<file path="src/hw/rtl/assert_macros.svh">
// ---------------------------------------------------------------------------
// assertion macros shared by the rtl
// concurrent checks compile away when SYNTH is defined
// ---------------------------------------------------------------------------
`ifndef ASSERT_MACROS_SVH
`define ASSERT_MACROS_SVH

`ifndef SYNTH

// implication or plain property, checked on every rising edge out of reset
`define BLR_ASSERT(lbl, clk_i, rst_ni, prop) \
	lbl: assert property (@(posedge clk_i) disable iff (!rst_ni) prop) \
		else $error("property failed");

// condition that must never be seen
`define BLR_ASSERT_NEVER(lbl, clk_i, rst_ni, cond) \
	lbl: assert property (@(posedge clk_i) disable iff (!rst_ni) !(cond)) \
		else $error("forbidden condition seen");

`else

`define BLR_ASSERT(lbl, clk_i, rst_ni, prop)
`define BLR_ASSERT_NEVER(lbl, clk_i, rst_ni, cond)

`endif

`endif

</file>
<file path="src/hw/rtl/blr_pkg.sv">
// ---------------------------------------------------------------------------
// blr_pkg
// types and constants of the line rasteriser
// ---------------------------------------------------------------------------
package blr_pkg;

	localparam int unsigned COORD_BITS      = 16;
	localparam int unsigned DIM_BITS        = 13;
	localparam int unsigned ADDR_BITS       = 26;
	localparam int unsigned COLOR_BITS      = 8;
	localparam int unsigned PIXEL_BYTES     = 4;
	localparam int unsigned MAX_DIM_DEFAULT = 4096;
	localparam int unsigned DELTA_BITS      = COORD_BITS + 1;
	localparam int unsigned ERR_BITS        = COORD_BITS + 2;

	localparam logic [DIM_BITS-1:0] WIDTH_RESET  = DIM_BITS'(1920);
	localparam logic [DIM_BITS-1:0] HEIGHT_RESET = DIM_BITS'(1080);

	typedef enum logic [0:0] {
		CMD_START = 1'b0,
		CMD_STEP  = 1'b1
	} cmd_t;

	typedef enum logic [0:0] {
		CFG_WIDTH  = 1'b0,
		CFG_HEIGHT = 1'b1
	} cfg_reg_t;

	typedef struct packed {
		cmd_t                          command;
		logic signed [COORD_BITS-1:0]  x_start;
		logic signed [COORD_BITS-1:0]  y_start;
		logic signed [COORD_BITS-1:0]  x_end;
		logic signed [COORD_BITS-1:0]  y_end;
		logic [COLOR_BITS-1:0]         red;
		logic [COLOR_BITS-1:0]         green;
		logic [COLOR_BITS-1:0]         blue;
		logic [COLOR_BITS-1:0]         alpha;
	} in_word_t;

	typedef struct packed {
		logic                          pixel_write;
		logic signed [COORD_BITS-1:0]  pixel_x;
		logic signed [COORD_BITS-1:0]  pixel_y;
		logic [ADDR_BITS-1:0]          byte_address;
		logic [COLOR_BITS-1:0]         out_red;
		logic [COLOR_BITS-1:0]         out_green;
		logic [COLOR_BITS-1:0]         out_blue;
		logic [COLOR_BITS-1:0]         out_alpha;
		logic                          line_done;
	} out_word_t;

endpackage

</file>
<file path="src/hw/rtl/bresenham_line_rasterizer_core.sv">
// ---------------------------------------------------------------------------
// bresenham_line_rasterizer_core
// Bresenham line walker giving at most one frame buffer pixel write per step word.
// A start word loads endpoints and colour and gives no result; every step
// word gives one result. The core takes one word per clock while the result
// side does not stall: a word is registered at the input, then the walker
// state, the clip test and the address multiply (one 13 x 13 product plus an
// add) settle combinationally into the result register.
// ---------------------------------------------------------------------------
`include "assert_macros.svh"

module bresenham_line_rasterizer_core
	import blr_pkg::*;
#(
	parameter int unsigned MAX_DIM = MAX_DIM_DEFAULT
) (
	input  logic                 clk,
	input  logic                 arst_n,
	input  logic                 cfg_write,
	input  cfg_reg_t             cfg_index,
	input  logic [DIM_BITS-1:0]  cfg_data,
	input  logic                 in_valid,
	output logic                 in_stall,
	input  in_word_t             in_word,
	output logic                 out_valid,
	input  logic                 out_stall,
	output out_word_t            out_word
);

	// the registers are only 13 bits wide, so a larger bound never clips
	localparam int unsigned DIM_LIMIT = (MAX_DIM > ((1 << DIM_BITS) - 1)) ?
		((1 << DIM_BITS) - 1) : MAX_DIM;
	localparam logic [DIM_BITS-1:0] DIM_CAP = DIM_BITS'(DIM_LIMIT);
	localparam int unsigned BPP_SHIFT = $clog2(PIXEL_BYTES);
	localparam int unsigned IDX_BITS  = ADDR_BITS - BPP_SHIFT;
	localparam int unsigned PROD_BITS = 2 * DIM_BITS;

	logic [DIM_BITS-1:0] screen_width_q, screen_height_q;

	logic     valid_s1;
	in_word_t word_s1;

	logic signed [COORD_BITS-1:0] cur_x_q, cur_y_q, end_x_q, end_y_q;
	logic signed [DELTA_BITS-1:0] delta_x_q, neg_delta_y_q;
	logic                         step_x_neg_q, step_y_neg_q;
	logic signed [ERR_BITS-1:0]   error_term_q;
	logic [4*COLOR_BITS-1:0]      line_color_q;
	logic                         line_active_q;

	logic advance, proc_s1, is_step;
	logic [DIM_BITS-1:0] w_lim, h_lim;
	logic on_screen, at_end;
	logic [PROD_BITS-1:0] row_base;
	logic [IDX_BITS-1:0]  pix_index;
	logic signed [ERR_BITS:0] e2, ndy_ext, dx_ext, err_sum;
	logic move_x, move_y;
	logic signed [DELTA_BITS-1:0] st_dx, st_ndy;
	logic signed [DELTA_BITS-1:0] x0_ext, y0_ext, x1_ext, y1_ext;
	out_word_t result;

	// configuration registers
	always_ff @(posedge clk or negedge arst_n) begin
		if (!arst_n) begin
			screen_width_q  <= WIDTH_RESET;
			screen_height_q <= HEIGHT_RESET;
		end else if (cfg_write) begin
			unique case (cfg_index)
				CFG_WIDTH:  screen_width_q  <= cfg_data;
				CFG_HEIGHT: screen_height_q <= cfg_data;
				default:    ;
			endcase
		end
	end

	assign advance  = !out_valid || !out_stall;
	assign in_stall = valid_s1 && !advance;
	assign proc_s1  = valid_s1 && advance;
	assign is_step  = (word_s1.command == CMD_STEP);

	// input register
	always_ff @(posedge clk or negedge arst_n) begin
		if (!arst_n) begin
			valid_s1 <= 1'b0;
		end else if (!in_stall) begin
			valid_s1 <= in_valid;
		end
	end

	always_ff @(posedge clk) begin
		if (in_valid && !in_stall) begin
			word_s1 <= in_word;
		end
	end

	// clip bounds and pixel address
	always_comb begin
		w_lim = (screen_width_q > DIM_CAP) ? DIM_CAP : screen_width_q;
		h_lim = (screen_height_q > DIM_CAP) ? DIM_CAP : screen_height_q;
		on_screen = !cur_x_q[COORD_BITS-1] && !cur_y_q[COORD_BITS-1] &&
			({1'b0, cur_x_q} < {{(COORD_BITS+1-DIM_BITS){1'b0}}, w_lim}) &&
			({1'b0, cur_y_q} < {{(COORD_BITS+1-DIM_BITS){1'b0}}, h_lim});
		at_end = (cur_x_q == end_x_q) && (cur_y_q == end_y_q);
		row_base = cur_y_q[DIM_BITS-1:0] * w_lim;
		pix_index = IDX_BITS'(row_base + {{(PROD_BITS-DIM_BITS){1'b0}},
			cur_x_q[DIM_BITS-1:0]});
	end

	// bresenham advance
	always_comb begin
		e2      = {error_term_q, 1'b0};
		ndy_ext = {{2{neg_delta_y_q[DELTA_BITS-1]}}, neg_delta_y_q};
		dx_ext  = {{2{delta_x_q[DELTA_BITS-1]}}, delta_x_q};
		move_x  = (e2 >= ndy_ext);
		move_y  = (e2 <= dx_ext);
		err_sum = {error_term_q[ERR_BITS-1], error_term_q}
			+ (move_x ? ndy_ext : '0) + (move_y ? dx_ext : '0);
	end

	// start word setup
	always_comb begin
		x0_ext = {word_s1.x_start[COORD_BITS-1], word_s1.x_start};
		y0_ext = {word_s1.y_start[COORD_BITS-1], word_s1.y_start};
		x1_ext = {word_s1.x_end[COORD_BITS-1], word_s1.x_end};
		y1_ext = {word_s1.y_end[COORD_BITS-1], word_s1.y_end};
		st_dx  = (x1_ext >= x0_ext) ? (x1_ext - x0_ext) : (x0_ext - x1_ext);
		st_ndy = (y1_ext >= y0_ext) ? (y0_ext - y1_ext) : (y1_ext - y0_ext);
	end

	// result word
	always_comb begin
		result = '0;
		if (!line_active_q) begin
			result.line_done = 1'b1;
		end else begin
			result.pixel_write  = on_screen;
			result.pixel_x      = cur_x_q;
			result.pixel_y      = cur_y_q;
			result.byte_address = on_screen ? {pix_index, {BPP_SHIFT{1'b0}}} : '0;
			result.out_red      = line_color_q[COLOR_BITS-1:0];
			result.out_green    = line_color_q[2*COLOR_BITS-1:COLOR_BITS];
			result.out_blue     = line_color_q[3*COLOR_BITS-1:2*COLOR_BITS];
			result.out_alpha    = line_color_q[4*COLOR_BITS-1:3*COLOR_BITS];
			result.line_done    = at_end;
		end
	end

	// walker state
	always_ff @(posedge clk or negedge arst_n) begin
		if (!arst_n) begin
			cur_x_q       <= '0;
			cur_y_q       <= '0;
			end_x_q       <= '0;
			end_y_q       <= '0;
			delta_x_q     <= '0;
			neg_delta_y_q <= '0;
			step_x_neg_q  <= 1'b0;
			step_y_neg_q  <= 1'b0;
			error_term_q  <= '0;
			line_color_q  <= '0;
			line_active_q <= 1'b0;
		end else if (proc_s1) begin
			if (!is_step) begin
				cur_x_q       <= word_s1.x_start;
				cur_y_q       <= word_s1.y_start;
				end_x_q       <= word_s1.x_end;
				end_y_q       <= word_s1.y_end;
				delta_x_q     <= st_dx;
				neg_delta_y_q <= st_ndy;
				step_x_neg_q  <= !(word_s1.x_start < word_s1.x_end);
				step_y_neg_q  <= !(word_s1.y_start < word_s1.y_end);
				error_term_q  <= {st_dx[DELTA_BITS-1], st_dx}
					+ {st_ndy[DELTA_BITS-1], st_ndy};
				line_color_q  <= {word_s1.alpha, word_s1.blue,
					word_s1.green, word_s1.red};
				line_active_q <= 1'b1;
			end else if (line_active_q) begin
				if (at_end) begin
					line_active_q <= 1'b0;
				end else begin
					error_term_q <= err_sum[ERR_BITS-1:0];
					if (move_x) begin
						cur_x_q <= step_x_neg_q ? cur_x_q - 1'b1 : cur_x_q + 1'b1;
					end
					if (move_y) begin
						cur_y_q <= step_y_neg_q ? cur_y_q - 1'b1 : cur_y_q + 1'b1;
					end
				end
			end
		end
	end

	// result register
	always_ff @(posedge clk or negedge arst_n) begin
		if (!arst_n) begin
			out_valid <= 1'b0;
		end else if (advance) begin
			out_valid <= valid_s1 && is_step;
		end
	end

	always_ff @(posedge clk) begin
		if (proc_s1 && is_step) begin
			out_word <= result;
		end
	end

	`BLR_ASSERT(a_offscreen_addr_zero, clk, arst_n, (out_valid && !out_word.pixel_write) |-> (out_word.byte_address == '0))
	`BLR_ASSERT_NEVER(a_write_negative, clk, arst_n, out_valid && out_word.pixel_write && (out_word.pixel_x[COORD_BITS-1] || out_word.pixel_y[COORD_BITS-1]))
	`BLR_ASSERT(a_line_ends_on_step, clk, arst_n, $fell(line_active_q) |-> $past(proc_s1 && is_step))
	`BLR_ASSERT(a_line_starts_on_start, clk, arst_n, $rose(line_active_q) |-> $past(proc_s1 && !is_step))

endmodule
</file>
<file path="config.mk">
export PLATFORM = sky130hd
export DESIGN_NAME = bresenham_line_rasterizer_core
export DESIGN_NICKNAME = d
export VERILOG_FILES = /design/src/hw/rtl/blr_pkg.sv /design/src/hw/rtl/bresenham_line_rasterizer_core.sv
export VERILOG_INCLUDE_DIRS = /design/src /design/src/hw/rtl
export SDC_FILE = /design/constraint.sdc
export NUM_CORES = 1
export LEC_CHECK = 0
export BUFFER_PORTS_ARGS = -buffer_cell sky130_fd_sc_hd__buf_2
export CAP_MARGIN = 0
export CORE_UTILIZATION = 44
export DETAILED_ROUTE_END_ITERATION = 10
export PLACE_DENSITY_LB_ADDON = 0.05
export SYNTH_ARGS = -nofsm -noshare
export SYNTH_HDL_FRONTEND = slang
export SYNTH_SLANG_ARGS = --single-unit
export TNS_END_PERCENT = 50
</file>
<file path="constraint.sdc">
create_clock -name clk -period 10.32 [get_ports clk]
set_clock_uncertainty 0.15 [all_clocks]
set_input_delay 2.064 -clock clk [delete_from_list [all_inputs] [get_ports clk]]
set_output_delay 2.064 -clock clk [all_outputs]
set_load 0.01 [all_outputs]
</file>
==> flow_summary.ini, run 1 <==
[yosys]
synth_top_family_by_area = adder cells
synth_enable_flop_cells = 187
netlist_instances = 2805
synthTopCellsByArea = edfxtp_1 (20%), dfrtp_1 (16%), ha_1 (12%)
yosysMostFrequentCell = nand2_1
ys_seq_elements = 366
ys_async_sr_fraction = 0.489
synth_common_cells = nand2_1 (341), inv_1 (320), ha_1 (266)
synth_xor_area_frac = 0.0429
yosys.area_share.simple = 0.142
synth_top_area_frac = 0.204
synth_compound_area_frac = 0.124
yosys-mux-area-fraction = 0.0308
yosysTopAreaCell = edfxtp_1
synth_cell_types = 88
yosys_warnings = 0
synth_fa_ha_area_frac = 0.233
ys_seq_area_frac = 0.367
syn_area_per_cell_um2 = 9.82
netlist_area_um2 = 27500
dominantRegCellSynth = edfxtp_1

[critical_path]
endpoint = out_word[58]
crit_fanout = 24
r2r_setup_slack_ns = 2.87
arrival_ns = 7.62
worst_r2r_endpoint = out_word[58]
worstPathRequired_ns = 10.49
crit_type = reg -> reg
cp-start-kind = flip-flop
r2r_cells = 22
r2r-start = screen_width_q[12]
crit_start = screen_width_q[12]
cp-end-kind = flip-flop

[floorplanning]
rows = 91
ios = 210
chipHeight_um = 252
coreArea_um2 = 61800
start_util = 0.446
die_area_um2 = 63600
chipWidth_um = 252

[clocking]
cts.repair.resized = 0
cts.sinks = 366
postCtsSetupBuffers = 0
clk_pin_slew_worst_paths_ns = 0.06
cts_root_buf = clkbuf_16
cts_tree = done
htreeDepth = 2
hold_buffers = 0
cts-buffers-inserted = 43
clock_latency_ns = 0.59
clockBufferDepth = 3

[sta]
slew_violations = 0
rsz0062_at_grt = no
finalWorstPathRequiredPeriod_ns = 7.45
relSlewSlack = 0.207
fin_crit_sh = 0.722
hold_violations = 0
fin_ws_ns = 2.87
setup_viol = 0
worst-slew-pin-transition_ns = 1.19
fin_tns_setup_ns = 0
max_freq_mhz = 134

[hold_path]
hold_depth = 2
worstHoldStart = word_s1[1]
hp-class = reg -> reg

[job]
max-cap-violations = 0

[route]
dr_total_vias = 20000
ant_nets = 0
viasPerCell = 5.19
wl_per_cell_um = 19.5
drtIter0Drc = 996
totalWireLength_um = 75000
first_pass_iters = 5
drc = 0

[finish]
multiInputGateArea_um2 = 15800
diodes = 0
areaGrowthSynthToFinish_pct = 12.0
drive_gt1_frac = 0.124
nNetsFinal = 3510
fill_cells = 5827
final_area_um2 = 30900
regArea_um2 = 10100

[global_routing]
grt.total_usage = 0.240
grt_max_degree = 114
grt_overflow = 0
grt.busiest_layer = met2
grt_pass1_wl_um = 118000
antenna_found_initial = 2
use_met1 = 0.329
met3_usage = 0.0272
first_global_vias = 20400
met2_usage = 0.395

[placement]
hpwl_um = 57300
portBuffers = 207
preCtsSetupSlack_ns = 2.92
placed_area_um2 = 29400
routabilityCongestion = 0.874

[status]
status = completed
## critical path, cell delays in order, from the launching register on
cell and delay, ns:
dfrtp_1 0.64, nor2b_1 0.98, and2_1 0.28, fa_1 0.43
ha_1 0.20, fa_1 0.48, inv_1 0.06, fa_1 0.52
inv_1 0.05, fa_1 0.47, inv_1 0.05, fa_1 0.47
inv_1 0.04, ha_1 0.31, o21a_1 0.18, o211ai_1 0.09
o21ai_0 0.51, a211oi_1 0.24, o41ai_1 0.58, a21o_1 0.19
a21oi_1 0.07, xnor2_1 0.15, nor2_1 0.05
## stage by stage
step	hold slack (ns)	util	cells
4_1_cts	0.283	0.499	3846
5_1_grt	0.289	0.499	3846
6_report	0.283	0.499	3846
3_3_place_gp	0.268	0.476	3766
3_5_place_dp	0.271	0.476	3766
2_1_floorplan	0.265	-	2806
## cells by family after synthesis
group                      Yosys count
and+or+nand+nor                    828
AOI/OAI and AO/OA                  544
buffers and inverters              432
adders and majority gates          420
DFF                                366
xor gates and xnor gates           135
muxes                               79
other                                1
## worst min-delay path by stage
stage                       endpoint  slack (ns)
finish              line_color_q[25]        0.28
global route         line_color_q[7]        0.29
CTS                  line_color_q[1]        0.28
detailed placement  line_color_q[25]        0.27
global placement    line_color_q[17]        0.27
floorplan            line_color_q[0]        0.26
## per-layer routing
layer	vias to the layer above	part of all wire
met2	362	0.47
met5	-	0.00045
li1	9818	-
met3	106	0.036
met1	9688	0.46
met4	4	0.030
## layout make-up
| type | count | area share |
|---|---|---|
| clock buffer | 59 | 0.0381 |
| clock inverter | 21 | 0.00795 |
| inverter | 322 | 0.0392 |
| multi-input combinational | 2008 | 0.513 |
| sequential | 366 | 0.328 |
| tap | 837 | 0.0339 |
| timing repair buffer | 233 | 0.0402 |
## registers in the layout (all words and copies together) (netlist names)
name             flops
screen_width_q      13
out_word            90
end_x_q             16
line_active_q        1
neg_delta_y_q       17
line_color_q        32
cur_y_q             16
end_y_q             16
screen_height_q     13
step_y_neg_q         1
out_valid            1
cur_x_q             16
valid_s1             1
step_x_neg_q         1
is_step              1
delta_x_q           17
word_s1             96
error_term_q        18
## layout by cell type, fill, tap and decap left out, drive strengths merged, types with 154 or more instances in the layout
cell and n:
dfrtp 171, nand2 341, ha 266, and2 156
fa 154, buf 232, edfxtp 187, o21ai 161
a21oi 154, inv 326
Power of run 1 is not shown: default switching activity piles up to over one toggle a cycle in this logic, so the estimate is an artifact.
==> run 2: changes to the inputs <==
ABC_AREA = 1   (was not set)
clock period = 7.4 ns   (was 10.32 ns; I/O delays follow)
==> run 2 against run 1 <==
Compared with the run above:
- fmax up 9.9%
- design area is 4.0% higher
- via count increased by 16%
- routed wire length up 15%
- synthesized area rose by 4.1%
- critical endpoint is now out_word[54]
- sequential share of layout area down 1.3 points
- critical path type unchanged
- highest routed layer is now met4
- non-clock buffer count up 2
- register-to-register slack worse by 2.2 ns
- worst setup slack lost 2.2 ns
- synthesized cell count up 23%
- first-iteration DRC count rose by 61%
- die area up 4.1%
==> flow_summary.ini, run 2 <==
[route]
drc = 0
viasPerCell = 5.14
first_pass_iters = 5
wl_met1_um = 42000
wl_per_cell_um = 19.1
dr_total_vias = 23300
wl_met2_um = 37700
drtIter0Drc = 1601
totalWireLength_um = 86200
met3_length_um = 4290
ant_nets = 0
top_layer_used = met4

[clocking]
hold_buffers = 0
htreeDepth = 2
cts-buffers-inserted = 44
clk_pin_slew_worst_paths_ns = 0.06
postCtsSetupBuffers = 0
cts_tree = done
cts.repair.resized = 0
cts_root_buf = clkbuf_16
clockBufferDepth = 3
clock_latency_ns = 0.60
cts.sinks = 366

[yosys]
yosysMostFrequentCell = nand2_1
yosys_warnings = 0
synth_cell_types = 57
synth_enable_flop_cells = 187
netlist_instances = 3454
dominantRegCellSynth = edfxtp_1
yosysTopAreaCell = edfxtp_1
yosys-mux-area-fraction = 0
ys_async_sr_fraction = 0.489
ys_seq_area_frac = 0.352
synth_compound_area_frac = 0.108
synth_top_area_frac = 0.196
synth_xor_area_frac = 0.0363
ys_seq_elements = 366
synth_top_family_by_area = adder cells
syn_area_per_cell_um2 = 8.30
yosys.area_share.simple = 0.184
netlist_area_um2 = 28700
synth_common_cells = nand2_1 (828), inv_1 (585), ha_1 (266)
synth_fa_ha_area_frac = 0.224
synthTopCellsByArea = edfxtp_1 (20%), dfrtp_1 (15%), ha_1 (12%)

[sta]
worst-slew-pin-transition_ns = 1.06
fin_hold_ws_ns = 0.290
fin_tns_setup_ns = 0
slew_violations = 0
rsz0062_at_grt = no
max_freq_mhz = 147
finalWorstPathRequiredPeriod_ns = 6.78
relSlewSlack = 0.294
hold_violations = 0
fin_ws_ns = 0.618
fin_crit_sh = 0.916
setup_viol = 0

[critical_path]
path_buf_inv = 10
critPathMaxStageDelay_ns = 0.55
cpMostUsedCell = inv_1
r2r_setup_slack_ns = 0.62
crit_type = reg -> reg
critical-path-top-delay-family = adder cells
cp-start-kind = flip-flop
critPathSlowestCell = fa_1
cp-end-kind = flip-flop
worstPathRequired_ns = 7.55
crit_fanout = 13
arrival_ns = 6.93

[pwr]
p_leak_nw = 16.5
ir_drop_v = 0.000471
power.density_nw_per_um2 = 497

[floorplanning]
chipHeight_um = 257
chipWidth_um = 257
start_util = 0.445
die_area_um2 = 66200
rows = 93
coreArea_um2 = 64500
ios = 210

[finish]
final_cell_mix = nand2_1 (828), inv_1 (584), ha_1 (266)
final_common_cell = nand2_1
largestRegisters = word_s1 x96, out_word x90, line_color_q x32
nNetsFinal = 4171
regMostFlops = word_s1
fill_cells = 6354
largest_register_ffs = 96
drive_gt1_frac = 0.101
areaGrowthSynthToFinish_pct = 11.9

[placement]
portBuffers = 207
hpwl_um = 67600
routabilityCongestion = 0.918
preCtsSetupSlack_ns = 0.549

[global_routing]
antenna_found_initial = 1
grt.total_usage = 0.263
grt_max_degree = 108
grt_pass1_wl_um = 135000
first_global_vias = 23000
grt_overflow = 0

[status]
status = completed

[job]
max-cap-violations = 0

[hold_path]
hp-class = reg -> reg
## run 2: cell types whose count changed in the layout (fill, tap and decap cells not counted), moves of 39 or more
cell / change
a21oi_1: +54
nand2_1: +487
mux2_2: -41
o21ai_0: +63
xnor2_1: -55
inv_1: +264
and2_1: -151
nor2_1: +92
xor2_1: +39
nand3_1: +70
## run 2: layout make-up
type,instances,area (um2),area share
multi-input combinational,2386,15900,0.494
sequential,366,10100,0.315
inverter,602,2260,0.0706
timing repair buffer,235,1270,0.0395
clock buffer,54,1150,0.0358
tap,855,1070,0.0333
clock inverter,26,370,0.0115
antenna,1,2.50,0.0000780
## run 2: metal layers
metal,global-route usage,vias up
met5,0,-
met4,0.0667,0
met3,0.0318,106
met2,0.405,599
met1,0.392,11200
li1,-,11400
## run 2: path summary, 6_finish.rpt
| check | start | to | depth (start not counted) |
|---|---|---|---|
| min in group asynchronous | arst_n | line_color_q[22] | 1 |
| min | word_s1[9] | line_color_q[17] | 2 |
| max reg2reg | screen_width_q[7] | out_word[54] | 30 |
| max | screen_width_q[7] | out_word[54] | 30 |
| max in group asynchronous | arst_n | cur_x_q[9] | 2 |
| min reg2reg | word_s1[9] | line_color_q[17] | 2 |
## run 2: metrics by stage
stage | utilization | std cells | instance area, um2 | power (mW)
6_report | 0.498 | 4525 | 32100 | 16.0
5_1_grt | 0.498 | 4524 | 32100 | 17.7
4_1_cts | 0.498 | 4524 | 32100 | 16.0
3_5_place_dp | 0.474 | 4444 | 30600 | 13.6
3_3_place_gp | 0.474 | 4444 | 30600 | 13.5
2_1_floorplan | - | 3455 | 28700 | 10.8
## run 2: logic make-up after synthesis
family                   after synthesis
XOR/XNOR                             119
other                                  1
AND/OR/NAND/NOR                     1288
flip-flops                           366
buffers and inverters                703
AO/OA/AOI/OAI                        557
adder cells (fa/ha/maj)              420
## run 2: where the power goes
group,internal (mW),total [mW],switching (mW),leakage [nW]
combinational,3.98,10.5,6.55,11.8
clock,1.36,2.30,0.939,0.718
sequential,2.60,3.12,0.518,3.97
## run 2: worst register-to-register path: cells and delay by family, from the launching register on
kind	cells	cell delay (ns)
adders and majority gates	7	3.31
and+or+nand+nor	8	0.76
AOI/OAI and AO/OA	4	0.66
xor gates and xnor gates	1	0.14
DFF	1	0.53
buffers and inverters	10	0.93
Power figures use the tool's default switching activity.
